File: src/sv/risc_core_execute_step_core_assert.svh
// assertion macros used by the core rtl
`ifndef RISC_CORE_EXECUTE_STEP_CORE_ASSERT_SVH
`define RISC_CORE_EXECUTE_STEP_CORE_ASSERT_SVH

// same-cycle implication, checked outside reset
`define RCS_ASSERT_NOW(label, clk, rst, ante, cons) \
  label: assert property (@(posedge clk) disable iff (rst) (ante) |-> (cons)) \
    else $error("core check failed");

// next-cycle implication, checked outside reset
`define RCS_ASSERT_NEXT(label, clk, rst, ante, cons) \
  label: assert property (@(posedge clk) disable iff (rst) (ante) |=> (cons)) \
    else $error("core check failed");

`endif

File: src/sv/rcstep_pkg.sv
// shared types, opcodes and widths for the execute step core
`timescale 1ns / 1ps
package rcstep_pkg;

  localparam int REG_COUNT      = 16;
  localparam int DATA_ADDR_BITS = 20;
  localparam int REG_IDX_W      = $clog2(REG_COUNT);
  localparam int DATA_W         = 32;
  localparam int OP_W           = 8;
  localparam int IMM_W          = 12;
  localparam int MEM_ADDR_W     = 20;
  localparam int SHAMT_W        = 5;
  localparam int MA_BITS        = (DATA_ADDR_BITS < MEM_ADDR_W) ? DATA_ADDR_BITS : MEM_ADDR_W;
  localparam int IN_DATA_W      = 64;
  localparam int OUT_DATA_W     = 128;

  localparam logic [REG_IDX_W-1:0] LINK_REG      = REG_IDX_W'(15);
  localparam logic [REG_IDX_W-1:0] FIRST_WR_REG  = REG_IDX_W'(2);

  // opcodes
  localparam logic [OP_W-1:0] OP_ADD  = 8'd0;
  localparam logic [OP_W-1:0] OP_SUB  = 8'd1;
  localparam logic [OP_W-1:0] OP_AND  = 8'd2;
  localparam logic [OP_W-1:0] OP_OR   = 8'd3;
  localparam logic [OP_W-1:0] OP_XOR  = 8'd4;
  localparam logic [OP_W-1:0] OP_MUL  = 8'd5;
  localparam logic [OP_W-1:0] OP_SLL  = 8'd6;
  localparam logic [OP_W-1:0] OP_SRA  = 8'd7;
  localparam logic [OP_W-1:0] OP_SRL  = 8'd8;
  localparam logic [OP_W-1:0] OP_BEQ  = 8'd9;
  localparam logic [OP_W-1:0] OP_BNE  = 8'd10;
  localparam logic [OP_W-1:0] OP_BLT  = 8'd11;
  localparam logic [OP_W-1:0] OP_BGT  = 8'd12;
  localparam logic [OP_W-1:0] OP_BLE  = 8'd13;
  localparam logic [OP_W-1:0] OP_BGE  = 8'd14;
  localparam logic [OP_W-1:0] OP_JAL  = 8'd15;
  localparam logic [OP_W-1:0] OP_LW   = 8'd16;
  localparam logic [OP_W-1:0] OP_SW   = 8'd17;
  localparam logic [OP_W-1:0] OP_HALT = 8'd20;

  // one decoded instruction
  typedef struct packed {
    logic [OP_W-1:0]      op_code;
    logic [REG_IDX_W-1:0] dest_index;
    logic [REG_IDX_W-1:0] src_a_index;
    logic [REG_IDX_W-1:0] src_b_index;
    logic [IMM_W-1:0]     immediate;
    logic [DATA_W-1:0]    load_data;
  } instr_t;

  // register file write port
  typedef struct packed {
    logic                 en;
    logic [REG_IDX_W-1:0] idx;
    logic [DATA_W-1:0]    data;
  } wr_t;

  // one result item
  typedef struct packed {
    logic [DATA_W-1:0]     next_pc;
    logic                  reg_write_enable;
    logic [REG_IDX_W-1:0]  reg_write_index;
    logic [DATA_W-1:0]     reg_write_value;
    logic                  mem_read_request;
    logic                  mem_write_request;
    logic [MEM_ADDR_W-1:0] data_addr;
    logic [DATA_W-1:0]     store_value;
    logic                  branch_taken;
    logic                  halted;
    logic                  bad_opcode;
  } res_t;

endpackage

File: src/sv/risc_core_execute_step_core.sv
// Execute step of a single-issue RISC core: one decoded instruction in,
// one result item out per transfer.
// Input channel s_*: each transfer carries one decoded instruction; the
// register operands are read from the register file as it is taken in.
// Output channel m_*: one result item per instruction with the new pc, the
// register write, the memory request and the branch/halt/bad-opcode flags.
// Path: an instruction is captured in the input register and its operands in the
// register file read registers, then its result goes to the result register.
// Throughput: one instruction per cycle while m_tready is high; the execute
// pass (register operands, alu or 32x32 multiplier, write-back) is combinational
// and a write is forwarded to the operand read of the instruction behind it.
// Reset: pc is zero, the halt flag is clear and all registers read zero
// (per-entry valid bits), both channels are empty.
// Stall: while m_tready is low the result register holds; one more item
// waits in the input register and then s_tready drops until the result
// is taken. After a halt every item returns the held pc with halted set.
`timescale 1ns / 1ps
`include "risc_core_execute_step_core_assert.svh"
module risc_core_execute_step_core (
  input  logic                               clk,
  input  logic                               rst,
  input  logic                               s_tvalid,
  output logic                               s_tready,
  // op_code[7:0], dest_index[11:8], src_a_index[15:12], src_b_index[19:16],
  // immediate[31:20], load_data[63:32]
  input  logic [rcstep_pkg::IN_DATA_W-1:0]   s_tdata,
  output logic                               m_tvalid,
  input  logic                               m_tready,
  // next_pc[31:0], reg_write_enable[32], reg_write_index[36:33],
  // reg_write_value[68:37], mem_read_request[69], mem_write_request[70],
  // data_addr[90:71], store_value[122:91], branch_taken[123], halted[124],
  // bad_opcode[125], zero[127:126]
  output logic [rcstep_pkg::OUT_DATA_W-1:0]  m_tdata
);
  import rcstep_pkg::*;

  instr_t               in_instr;
  instr_t               instr;
  logic                 in_valid;
  logic                 s_xfer;
  logic                 exec;
  logic [REG_IDX_W-1:0] rd_b_idx;
  logic [DATA_W-1:0]    opnd_a;
  logic [DATA_W-1:0]    opnd_b;
  logic [DATA_W-1:0]    pc;
  logic                 halt_flag;
  res_t                 res_c;
  res_t                 res;
  wr_t                  wr_c;
  wr_t                  wr;
  logic                 halt_set;

  // unpack the incoming instruction
  assign in_instr.op_code     = s_tdata[7:0];
  assign in_instr.dest_index  = s_tdata[11:8];
  assign in_instr.src_a_index = s_tdata[15:12];
  assign in_instr.src_b_index = s_tdata[19:16];
  assign in_instr.immediate   = s_tdata[31:20];
  assign in_instr.load_data   = s_tdata[63:32];

  // handshake: execute when the result register is free or being drained
  assign exec     = in_valid && (!m_tvalid || m_tready);
  assign s_tready = !in_valid || exec;
  assign s_xfer   = s_tvalid && s_tready;

  // store uses the rd register as its second operand
  assign rd_b_idx = (in_instr.op_code == OP_SW) ? in_instr.dest_index : in_instr.src_b_index;

  // input register
  always_ff @(posedge clk) begin
    if (rst) begin
      in_valid <= 1'b0;
    end else if (s_xfer) begin
      in_valid <= 1'b1;
    end else if (exec) begin
      in_valid <= 1'b0;
    end
  end

  always_ff @(posedge clk) begin
    if (s_xfer) begin
      instr <= in_instr;
    end
  end

  assign wr.en   = exec && wr_c.en;
  assign wr.idx  = wr_c.idx;
  assign wr.data = wr_c.data;

  rcstep_regfile u_regfile (
    .clk       (clk),
    .rst       (rst),
    .rd_en     (s_xfer),
    .rd_a_idx  (in_instr.src_a_index),
    .rd_b_idx  (rd_b_idx),
    .wr        (wr),
    .rd_a_data (opnd_a),
    .rd_b_data (opnd_b)
  );

  rcstep_exec u_exec (
    .instr     (instr),
    .opnd_a    (opnd_a),
    .opnd_b    (opnd_b),
    .pc        (pc),
    .halt_flag (halt_flag),
    .res       (res_c),
    .wr        (wr_c),
    .halt_set  (halt_set)
  );

  // architectural pc and halt flag
  always_ff @(posedge clk) begin
    if (rst) begin
      pc        <= '0;
      halt_flag <= 1'b0;
    end else if (exec) begin
      pc        <= res_c.next_pc;
      halt_flag <= halt_flag | halt_set;
    end
  end

  // result register
  always_ff @(posedge clk) begin
    if (rst) begin
      m_tvalid <= 1'b0;
    end else if (exec) begin
      m_tvalid <= 1'b1;
    end else if (m_tready) begin
      m_tvalid <= 1'b0;
    end
  end

  always_ff @(posedge clk) begin
    if (exec) begin
      res <= res_c;
    end
  end

  // pack the result, first field lowest
  assign m_tdata = {2'b00, res.bad_opcode, res.halted, res.branch_taken, res.store_value,
                    res.data_addr, res.mem_write_request, res.mem_read_request,
                    res.reg_write_value, res.reg_write_index, res.reg_write_enable,
                    res.next_pc};

  // checks
  `RCS_ASSERT_NEXT(a_halt_sticky, clk, rst, halt_flag, halt_flag)
  `RCS_ASSERT_NEXT(a_halt_holds_pc, clk, rst, halt_flag && exec, pc == $past(pc))
  `RCS_ASSERT_NOW(a_no_write_low_regs, clk, rst, wr.en, wr.idx >= FIRST_WR_REG)
  `RCS_ASSERT_NOW(a_stall_cause, clk, rst, !s_tready, in_valid && m_tvalid && !m_tready)

endmodule

File: src/sv/rcstep_regfile.sv
// register file: two registered read ports with write bypass, one write port
`timescale 1ns / 1ps
module rcstep_regfile (
  input  logic                               clk,
  input  logic                               rst,
  input  logic                               rd_en,
  input  logic [rcstep_pkg::REG_IDX_W-1:0]   rd_a_idx,
  input  logic [rcstep_pkg::REG_IDX_W-1:0]   rd_b_idx,
  input  rcstep_pkg::wr_t                    wr,
  output logic [rcstep_pkg::DATA_W-1:0]      rd_a_data,
  output logic [rcstep_pkg::DATA_W-1:0]      rd_b_data
);
  import rcstep_pkg::*;

  logic [DATA_W-1:0]    mem [REG_COUNT];
  logic [REG_COUNT-1:0] valid;

  // valid bits, an entry never written reads as zero
  always_ff @(posedge clk) begin
    if (rst) begin
      valid <= '0;
    end else if (wr.en) begin
      valid[wr.idx] <= 1'b1;
    end
  end

  // array write
  always_ff @(posedge clk) begin
    if (wr.en) begin
      mem[wr.idx] <= wr.data;
    end
  end

  // registered reads, a write in the same cycle is forwarded
  always_ff @(posedge clk) begin
    if (rd_en) begin
      if (wr.en && wr.idx == rd_a_idx) begin
        rd_a_data <= wr.data;
      end else if (valid[rd_a_idx]) begin
        rd_a_data <= mem[rd_a_idx];
      end else begin
        rd_a_data <= '0;
      end
      if (wr.en && wr.idx == rd_b_idx) begin
        rd_b_data <= wr.data;
      end else if (valid[rd_b_idx]) begin
        rd_b_data <= mem[rd_b_idx];
      end else begin
        rd_b_data <= '0;
      end
    end
  end

endmodule

File: src/sv/rcstep_exec.sv
// execute logic: alu, shifts, branch compare, address add and result build
`timescale 1ns / 1ps
module rcstep_exec (
  input  rcstep_pkg::instr_t              instr,
  input  logic [rcstep_pkg::DATA_W-1:0]   opnd_a,
  input  logic [rcstep_pkg::DATA_W-1:0]   opnd_b,
  input  logic [rcstep_pkg::DATA_W-1:0]   pc,
  input  logic                            halt_flag,
  output rcstep_pkg::res_t                res,
  output rcstep_pkg::wr_t                 wr,
  output logic                            halt_set
);
  import rcstep_pkg::*;

  logic [DATA_W-1:0]    imm_ext;
  logic [DATA_W-1:0]    pc_inc;
  logic [DATA_W-1:0]    addr_sum;
  logic [DATA_W-1:0]    product;
  logic [SHAMT_W-1:0]   shamt;
  logic [DATA_W-1:0]    wv;
  logic [REG_IDX_W-1:0] wi;
  logic                 wanted;
  logic                 cond;
  logic                 cmp_op;

  assign imm_ext  = {{(DATA_W-IMM_W){instr.immediate[IMM_W-1]}}, instr.immediate};
  assign pc_inc   = pc + DATA_W'(1);
  assign addr_sum = opnd_a + imm_ext;
  assign product  = opnd_a * opnd_b;
  assign shamt    = instr.immediate[SHAMT_W-1:0];

  // decode and execute
  always_comb begin
    res       = '0;
    wv        = '0;
    wi        = instr.dest_index;
    wanted    = 1'b0;
    cond      = 1'b0;
    cmp_op    = 1'b0;
    halt_set  = 1'b0;
    res.next_pc = pc_inc;
    case (instr.op_code)
      OP_ADD:  begin wv = opnd_a + opnd_b; wanted = 1'b1; end
      OP_SUB:  begin wv = opnd_a - opnd_b; wanted = 1'b1; end
      OP_AND:  begin wv = opnd_a & opnd_b; wanted = 1'b1; end
      OP_OR:   begin wv = opnd_a | opnd_b; wanted = 1'b1; end
      OP_XOR:  begin wv = opnd_a ^ opnd_b; wanted = 1'b1; end
      OP_MUL:  begin wv = product; wanted = 1'b1; end
      OP_SLL:  begin wv = opnd_b << shamt; wanted = 1'b1; end
      OP_SRA:  begin wv = DATA_W'($signed(opnd_b) >>> shamt); wanted = 1'b1; end
      OP_SRL:  begin wv = opnd_b >> shamt; wanted = 1'b1; end
      OP_BEQ:  begin cmp_op = 1'b1; cond = (opnd_a == opnd_b); end
      OP_BNE:  begin cmp_op = 1'b1; cond = (opnd_a != opnd_b); end
      OP_BLT:  begin cmp_op = 1'b1; cond = ($signed(opnd_a) < $signed(opnd_b)); end
      OP_BGT:  begin cmp_op = 1'b1; cond = ($signed(opnd_a) > $signed(opnd_b)); end
      OP_BLE:  begin cmp_op = 1'b1; cond = ($signed(opnd_a) <= $signed(opnd_b)); end
      OP_BGE:  begin cmp_op = 1'b1; cond = ($signed(opnd_a) >= $signed(opnd_b)); end
      OP_JAL: begin
        res.next_pc      = imm_ext;
        res.branch_taken = 1'b1;
        wi               = LINK_REG;
        wv               = pc_inc;
        wanted           = 1'b1;
      end
      OP_LW: begin
        res.mem_read_request = 1'b1;
        res.data_addr        = MEM_ADDR_W'(addr_sum[MA_BITS-1:0]);
        wv                   = instr.load_data;
        wanted               = 1'b1;
      end
      OP_SW: begin
        res.mem_write_request = 1'b1;
        res.data_addr         = MEM_ADDR_W'(addr_sum[MA_BITS-1:0]);
        res.store_value       = opnd_b;
      end
      OP_HALT: begin
        halt_set   = 1'b1;
        res.halted = 1'b1;
      end
      default: begin
        res.bad_opcode = 1'b1;
      end
    endcase

    // taken branch: word offset from the incremented pc
    if (cmp_op && cond) begin
      res.next_pc      = pc_inc + (imm_ext << 2);
      res.branch_taken = 1'b1;
    end

    // r0 and r1 are read-only
    wr.en   = wanted && (wi >= FIRST_WR_REG);
    wr.idx  = wi;
    wr.data = wv;
    if (wr.en) begin
      res.reg_write_enable = 1'b1;
      res.reg_write_index  = wi;
      res.reg_write_value  = wv;
    end

    // once halted: hold the pc, report halted, change nothing
    if (halt_flag) begin
      res         = '0;
      res.next_pc = pc;
      res.halted  = 1'b1;
      wr          = '0;
      halt_set    = 1'b0;
    end
  end

endmodule

File: config.mk
export PLATFORM = sky130hd
export DESIGN_NAME = risc_core_execute_step_core
export DESIGN_NICKNAME = d
export VERILOG_FILES = /design/src/sv/rcstep_pkg.sv /design/src/sv/risc_core_execute_step_core.sv /design/src/sv/rcstep_regfile.sv /design/src/sv/rcstep_exec.sv
export VERILOG_INCLUDE_DIRS = /design/src /design/src/sv
export SDC_FILE = /design/constraint.sdc
export NUM_CORES = 2
export LEC_CHECK = 0
export BUFFER_PORTS_ARGS = -buffer_cell sky130_fd_sc_hd__buf_2
export CORE_UTILIZATION = 34
export CTS_BUF_LIST = sky130_fd_sc_hd__clkbuf_4 sky130_fd_sc_hd__clkbuf_8
export DETAILED_ROUTE_END_ITERATION = 7
export HOLD_SLACK_MARGIN = 0.08
export PLACE_DENSITY = 0.53
export SKIP_CTS_REPAIR_TIMING = 1
export SLEW_MARGIN = 20
export SYNTH_ARGS = -nofsm -noshare
export SYNTH_HDL_FRONTEND = slang
export SYNTH_HIERARCHICAL = 1
export SYNTH_SLANG_ARGS = --single-unit
File: constraint.sdc
create_clock -name clk -period 12.1 [get_ports clk]
set_input_delay 0.605 -clock clk [delete_from_list [all_inputs] [get_ports clk]]
set_output_delay 0.605 -clock clk [all_outputs]
set_load 0.05 [all_outputs]
# After elaboration in Yosys (flattened, before gate mapping)
# Memories as Yosys holds them, arrays and structs flattened.
# Cells that the tools add are included.
dict set report classes {
  addsub 5
  n_mul 1
  order_cmp 9
  n_eq_ne 23
  shift 3
  muxes 36
  bitwise 8
  reduce_logical 22
}
# op count
set op_table {}
lappend op_table {{$pmux W32 S11} 1}
lappend op_table {{$mux W32} 7}
lappend op_table {{$mux W126} 1}
lappend op_table {{$mux W37} 2}
lappend op_table {{$add A32 B32 Y32} 2}
lappend op_table {{$eq A8 B4 Y1 const B} 8}
lappend op_table {{$add A32 B1 Y32 const B} 1}
lappend op_table {{$and A32 B32 Y32} 1}
lappend op_table {{$eq A32 B32 Y1} 1}
lappend op_table {{$eq A8 B3 Y1 const B} 4}
lappend op_table {{$eq A8 B5 Y1 const B} 4}
lappend op_table {{$ge A32 B32 Y1} 1}
lappend op_table {{$gt A32 B32 Y1} 1}
lappend op_table {{$le A32 B32 Y1} 1}
lappend op_table {{$lt A32 B32 Y1} 1}
lappend op_table {{$mul A32 B32 Y32} 1}
lappend op_table {{$ne A32 B32 Y1} 1}
lappend op_table {{$or A32 B32 Y32} 1}
lappend op_table {{$shl A32 B5 Y32} 1}
lappend op_table {{$shr A32 B5 Y32} 1}
lappend op_table {{$sshr A32 B5 Y32} 1}
lappend op_table {{$sub A32 B32 Y32} 1}
lappend op_table {{$xor A32 B32 Y32} 1}
lappend op_table {{$add A20 B20 Y20} 1}
lappend op_table {{other kinds (24)} 62}
dict set report totals {
  regBits 297
  ram_bits 512
  in_bits 68
  out_inout_bits 130
  elab_cells 130
  mem_count 1
}
# memory depth word_bits read_ports rd_clocked_by_memory_dff wr line_no
set mem_list {}
lappend mem_list {u_regfile.mem 16 32 2 0 1 rcstep_regfile.sv:15} ;# logic [DATA_W-1:0] mem [REG_COUNT];

# Logic depth before layout (Yosys ltp)
dict set report depth {
  ltp_word 10
  ltp_mapped 31
  depth_no_buf 29
}

# Modules after synthesis
# The synthesis kept the hierarchy.
# module instances cells_per_inst area_per_inst_um2 seq_area_each_um2
set by_module_without_submodules {}
lappend by_module_without_submodules {rcstep_exec 1 3750 28401.0 0.0}
lappend by_module_without_submodules {rcstep_regfile 1 1384 26837.0 17616.9}
lappend by_module_without_submodules {risc_core_execute_step_core 1 361 7145.6 6406.1}

# Least setup slack after synthesis
# OpenSTA, ideal clock, no wires.
dict set report synth_timing {
  path_kind {reg-to-reg}
  start {register u_regfile/rd_b_data[4] in the netlist's numbering}
  end {register u_regfile/rd_a_data[31] in the netlist's numbering (data pin)}
  setup_ns 0.169
  arrival_ns 7.956
  path_slack_ns 3.975
  stages_incl_launch_ff 31
  path_buffers 3
  cell_sequence {edfxtp_1 clkbuf_1 inv_1 clkbuf_1 clkbuf_1 nor2_1 fa_1 inv_1 fa_1 fa_1 fa_1 inv_1 fa_1 inv_1 fa_1 inv_1 fa_1 fa_1 ha_1 a21oi_1 o21ai_0 or3_1 nor3_1 o31ai_1 a21oi_1 a21oi_1 o21ai_0 nand3_1 a21oi_1 nand3_1 o31ai_1}
}
# item line_no
set synth_lines {}
lappend synth_lines {{start: declaration} rcstep_regfile.sv:11} ;# output logic [rcstep_pkg::DATA_W-1:0] rd_b_data
lappend synth_lines {{start signal: assignment} rcstep_regfile.sv:45} ;# rd_b_data <= wr.data;
lappend synth_lines {{start signal: assignment} rcstep_regfile.sv:47} ;# rd_b_data <= mem[rd_b_idx];
lappend synth_lines {{end signal: assignment} rcstep_regfile.sv:38} ;# rd_a_data <= wr.data;
lappend synth_lines {{end signal: assignment} rcstep_regfile.sv:40} ;# rd_a_data <= mem[rd_a_idx];
lappend synth_lines {{end: declaration} rcstep_regfile.sv:10} ;# output logic [rcstep_pkg::DATA_W-1:0] rd_a_data,

==> results list <==
- Measured on the finished design, the core utilization comes to 0.3847.
* Cell row count: around 160
- During I/O placement, the number of pins put on the boundary was 198.
- Crit-path max cell delay: approximately 0.96 ns
- Switching portion of total power: 0.3702
- Yosys printed 6 warnings.
- Counting both buffers and inverters, the worst setup path holds a total of 6.
- For hold timing, the worst endpoint is halt_flag.
* Startpoint of the tightest hold check path: rst
* Area overhead of the layout relative to synthesis: 12.14%
- Storage cell area: 23780 sq um
* Ratio of total power to cell area: approximately 140 nW/um^2
* Final RePlAce weighted congestion: 0.9864
* Clock network latency to the later pin of the worst-skew pair: 0.94 ns
* Setup Viol. Count Final: 0
* Class of the tightest hold or removal check: in -> reg
- Reg-to-Reg End: u_regfile/rd_b_data[26]
- For this design, the sink count on the clock tree is 809.
- In the global route stage, overall resource usage came out at 0.2683.
- Via density per instance: approximately 6
- Worst-margin pin slew: between 1 and 1.5 ns
- The worst register-to-register path has a depth of 28.
- Net switching component of the power: between 3 and 4 mW
- Placed wire-length estimate: 174600 microns
- Leak Pwr: 26.65 nW
- The via count of the first global-routing pass is 47870.
* Internal power consumption: around 6.1 mW
- Counting the buffers created by CTS gives 145.
- The kind of cell with the highest combined delay along the critical path is adder cells.
- Startpoint Class: flip-flop
- Global route overflow: 0
- Net count, final: 6433
- In the final timing run, aggregate negative setup slack is 0 ns.
- Outcome: complete, no violations
* Biggest fanout along the worst timing path: 18
* FMAX: 102.9 MHz
* Share of the clock period used by the worst path: 0.8034
- By instance count, the cell type seen most on the critical path is sky130_fd_sc_hd__fa_1.
- Each instance of the synthesized netlist takes up on average ~11 sq um.
* Number of fill cells: about 18000
* Tot Pwr: 9.635 mW
- The clock arrives with 0.1206 ns of skew.
- Number of hold violations in the final report: 0
* Starting utilization of the core area: 0.3431
- Clock-pin slew was measured on the worst setup and hold paths at 0.06 ns.
- Fraction of final layout cells with drive strength greater than 1: 0.1808
* Wire length of the first global-routing pass: 353600 microns
- The share of total power dissipated in sequential elements is 0.323.
* Buffers added on ports: 195
* Pin count of the biggest net entering global routing: 96
- CP Data Arrival Time: 10.30 ns
- The tool flagged a number of max-cap violations equal to 0.
- The setup path with the least slack is of type reg -> reg.
- TritonCTS built the clock tree.
- Area of the core: 181100 sq um
- Slew HR: 0.03913
- Detailed routing inserted a total of 47710 vias.
- CTS built an H-tree with a depth of 4.
- RSZ-0062 raised after global routing: no
- Hold is met by 0.2246 ns.
- Final period demand of the worst path: approximately 10 ns
* Data required, critical path: roughly 13 ns
* Height of the die: 429.5 microns
* Post-Synthesis Cells: ~5500
* Horizontal die dimension: around 430 microns
* Minimum setup slack among reg-to-reg paths: 2.38 ns
- The multi-input combinational cells in the finished layout cover a total of 35030 sq um.
- Overall routed net length: 251000 microns
- Clock root buffer master: sky130_fd_sc_hd__clkbuf_8
- Across the VDD grid, the largest voltage drop is 0.0001884 V.
- The startpoint identified for the worst register-to-register timing path is u_regfile/rd_b_data[2].
- After detailed routing, the average wire length per cell comes to 30.69 microns.
- Final slew viol count: 0
* Antenna violations before repair: 12
- Combinational fraction of design power: 0.393
- The library cell used most frequently in the layout, excluding fill and tap cells, is sky130_fd_sc_hd__edfxtp_1.
- Counting instances, the worst hold path has a depth of 2.
- No sink is reached through more buffers than the 3 on the longest clock path.
- Before antenna repair, the detailed router went through 8 iterations.
- Final routed DRC violation total: 0
- Part of the total power dissipated in the clock network: 0.285
- Full die area: 184500 sq um
- DRT antenna net count: 0
- The most critical setup path has its startpoint at u_regfile/rd_b_data[2].
* Starting DRT DRC Count: 5237
* Worst Setup End Kind: flip-flop
- Commonest cells after routing, fill and taps aside: 758 x sky130_fd_sc_hd__edfxtp_1, 642 x sky130_fd_sc_hd__nor2_1, 494 x sky130_fd_sc_hd__inv_1
* Highest-delay cell along the critical path: sky130_fd_sc_hd__edfxtp_1
- Mapped cell area: 62140 sq um
-- worst reg2reg max path: cells and delay by family (launching register included) --
family	cells	cell delay, ns
AND/OR/NAND/NOR	4	1.42
buffers and inverters	6	0.95
flip-flops	1	0.96
adder cells (fa/ha/maj)	9	3.58
XOR/XNOR	1	0.14
AO/OA/AOI/OAI	8	2.41
-- metal layers --
metal  vias up  track usage  part of all wire
met4         4       0.1398             0.057
met5         -            0          0.000096
met2      2453       0.4382              0.48
li1      20220            -                 -
met1     24490       0.3379              0.39
met3       548      0.05030             0.080
-- state kept, by name (all words and copies together), names as in the netlist --
signal / cells
u_regfile/mem: 512
m_tdata: 126
instr: 56
pc: 32
u_regfile/rd_a_data: 32
u_regfile/rd_b_data: 32
u_regfile/valid: 16
halt_flag: 1
in_valid: 1
m_tvalid: 1
-- through the flow --
step                      instance area [sq um]  std cells  setup slack [ns]
after floorplan                           62150       5488             3.975
after global placement                    65930       7848             2.337
after detailed placement                  65990       7851             2.612
after CTS                                 69060       8114             2.566
after global routing                      69680       8174             1.895
final                                     69690       8178             2.379
-- power by group through the flow --
stage | clock network, mW | registers [mW] | logic [mW]
floorplan | 0 | 3.21 | 2.49
global placement | 0 | 3.17 | 3.67
detailed placement | 0 | 3.17 | 3.67
CTS | 2.83 | 3.11 | 3.71
global route | 2.93 | 3.11 | 4.09
finish | 2.74 | 3.11 | 3.78
-- cell type report --
class                           instances  area share
Antenna cell                            7   0.0002514
Sequential cell                       809      0.3413
Clock buffer                          197     0.03496
Tap cell                             2370     0.04255
Timing Repair Buffer                  426     0.04120
Multi-Input combinational cell       3785      0.5027
Inverter                              518     0.02790
Clock inverter                         66    0.009157
-- how the worst max path moves through the flow --
stage | end | slack (ns) | cells after the start
finish | u_regfile/rd_b_data[26] | 2.38 | 28
CTS | u_regfile/rd_a_data[24] | 2.57 | 28
global placement | u_regfile/rd_a_data[21] | 2.34 | 27
floorplan | u_regfile/rd_a_data[31] | 3.97 | 30
global route | u_regfile/rd_b_data[26] | 1.89 | 28
detailed placement | u_regfile/rd_a_data[24] | 2.61 | 28
No activity file was read; power rests on OpenSTA's default activity.
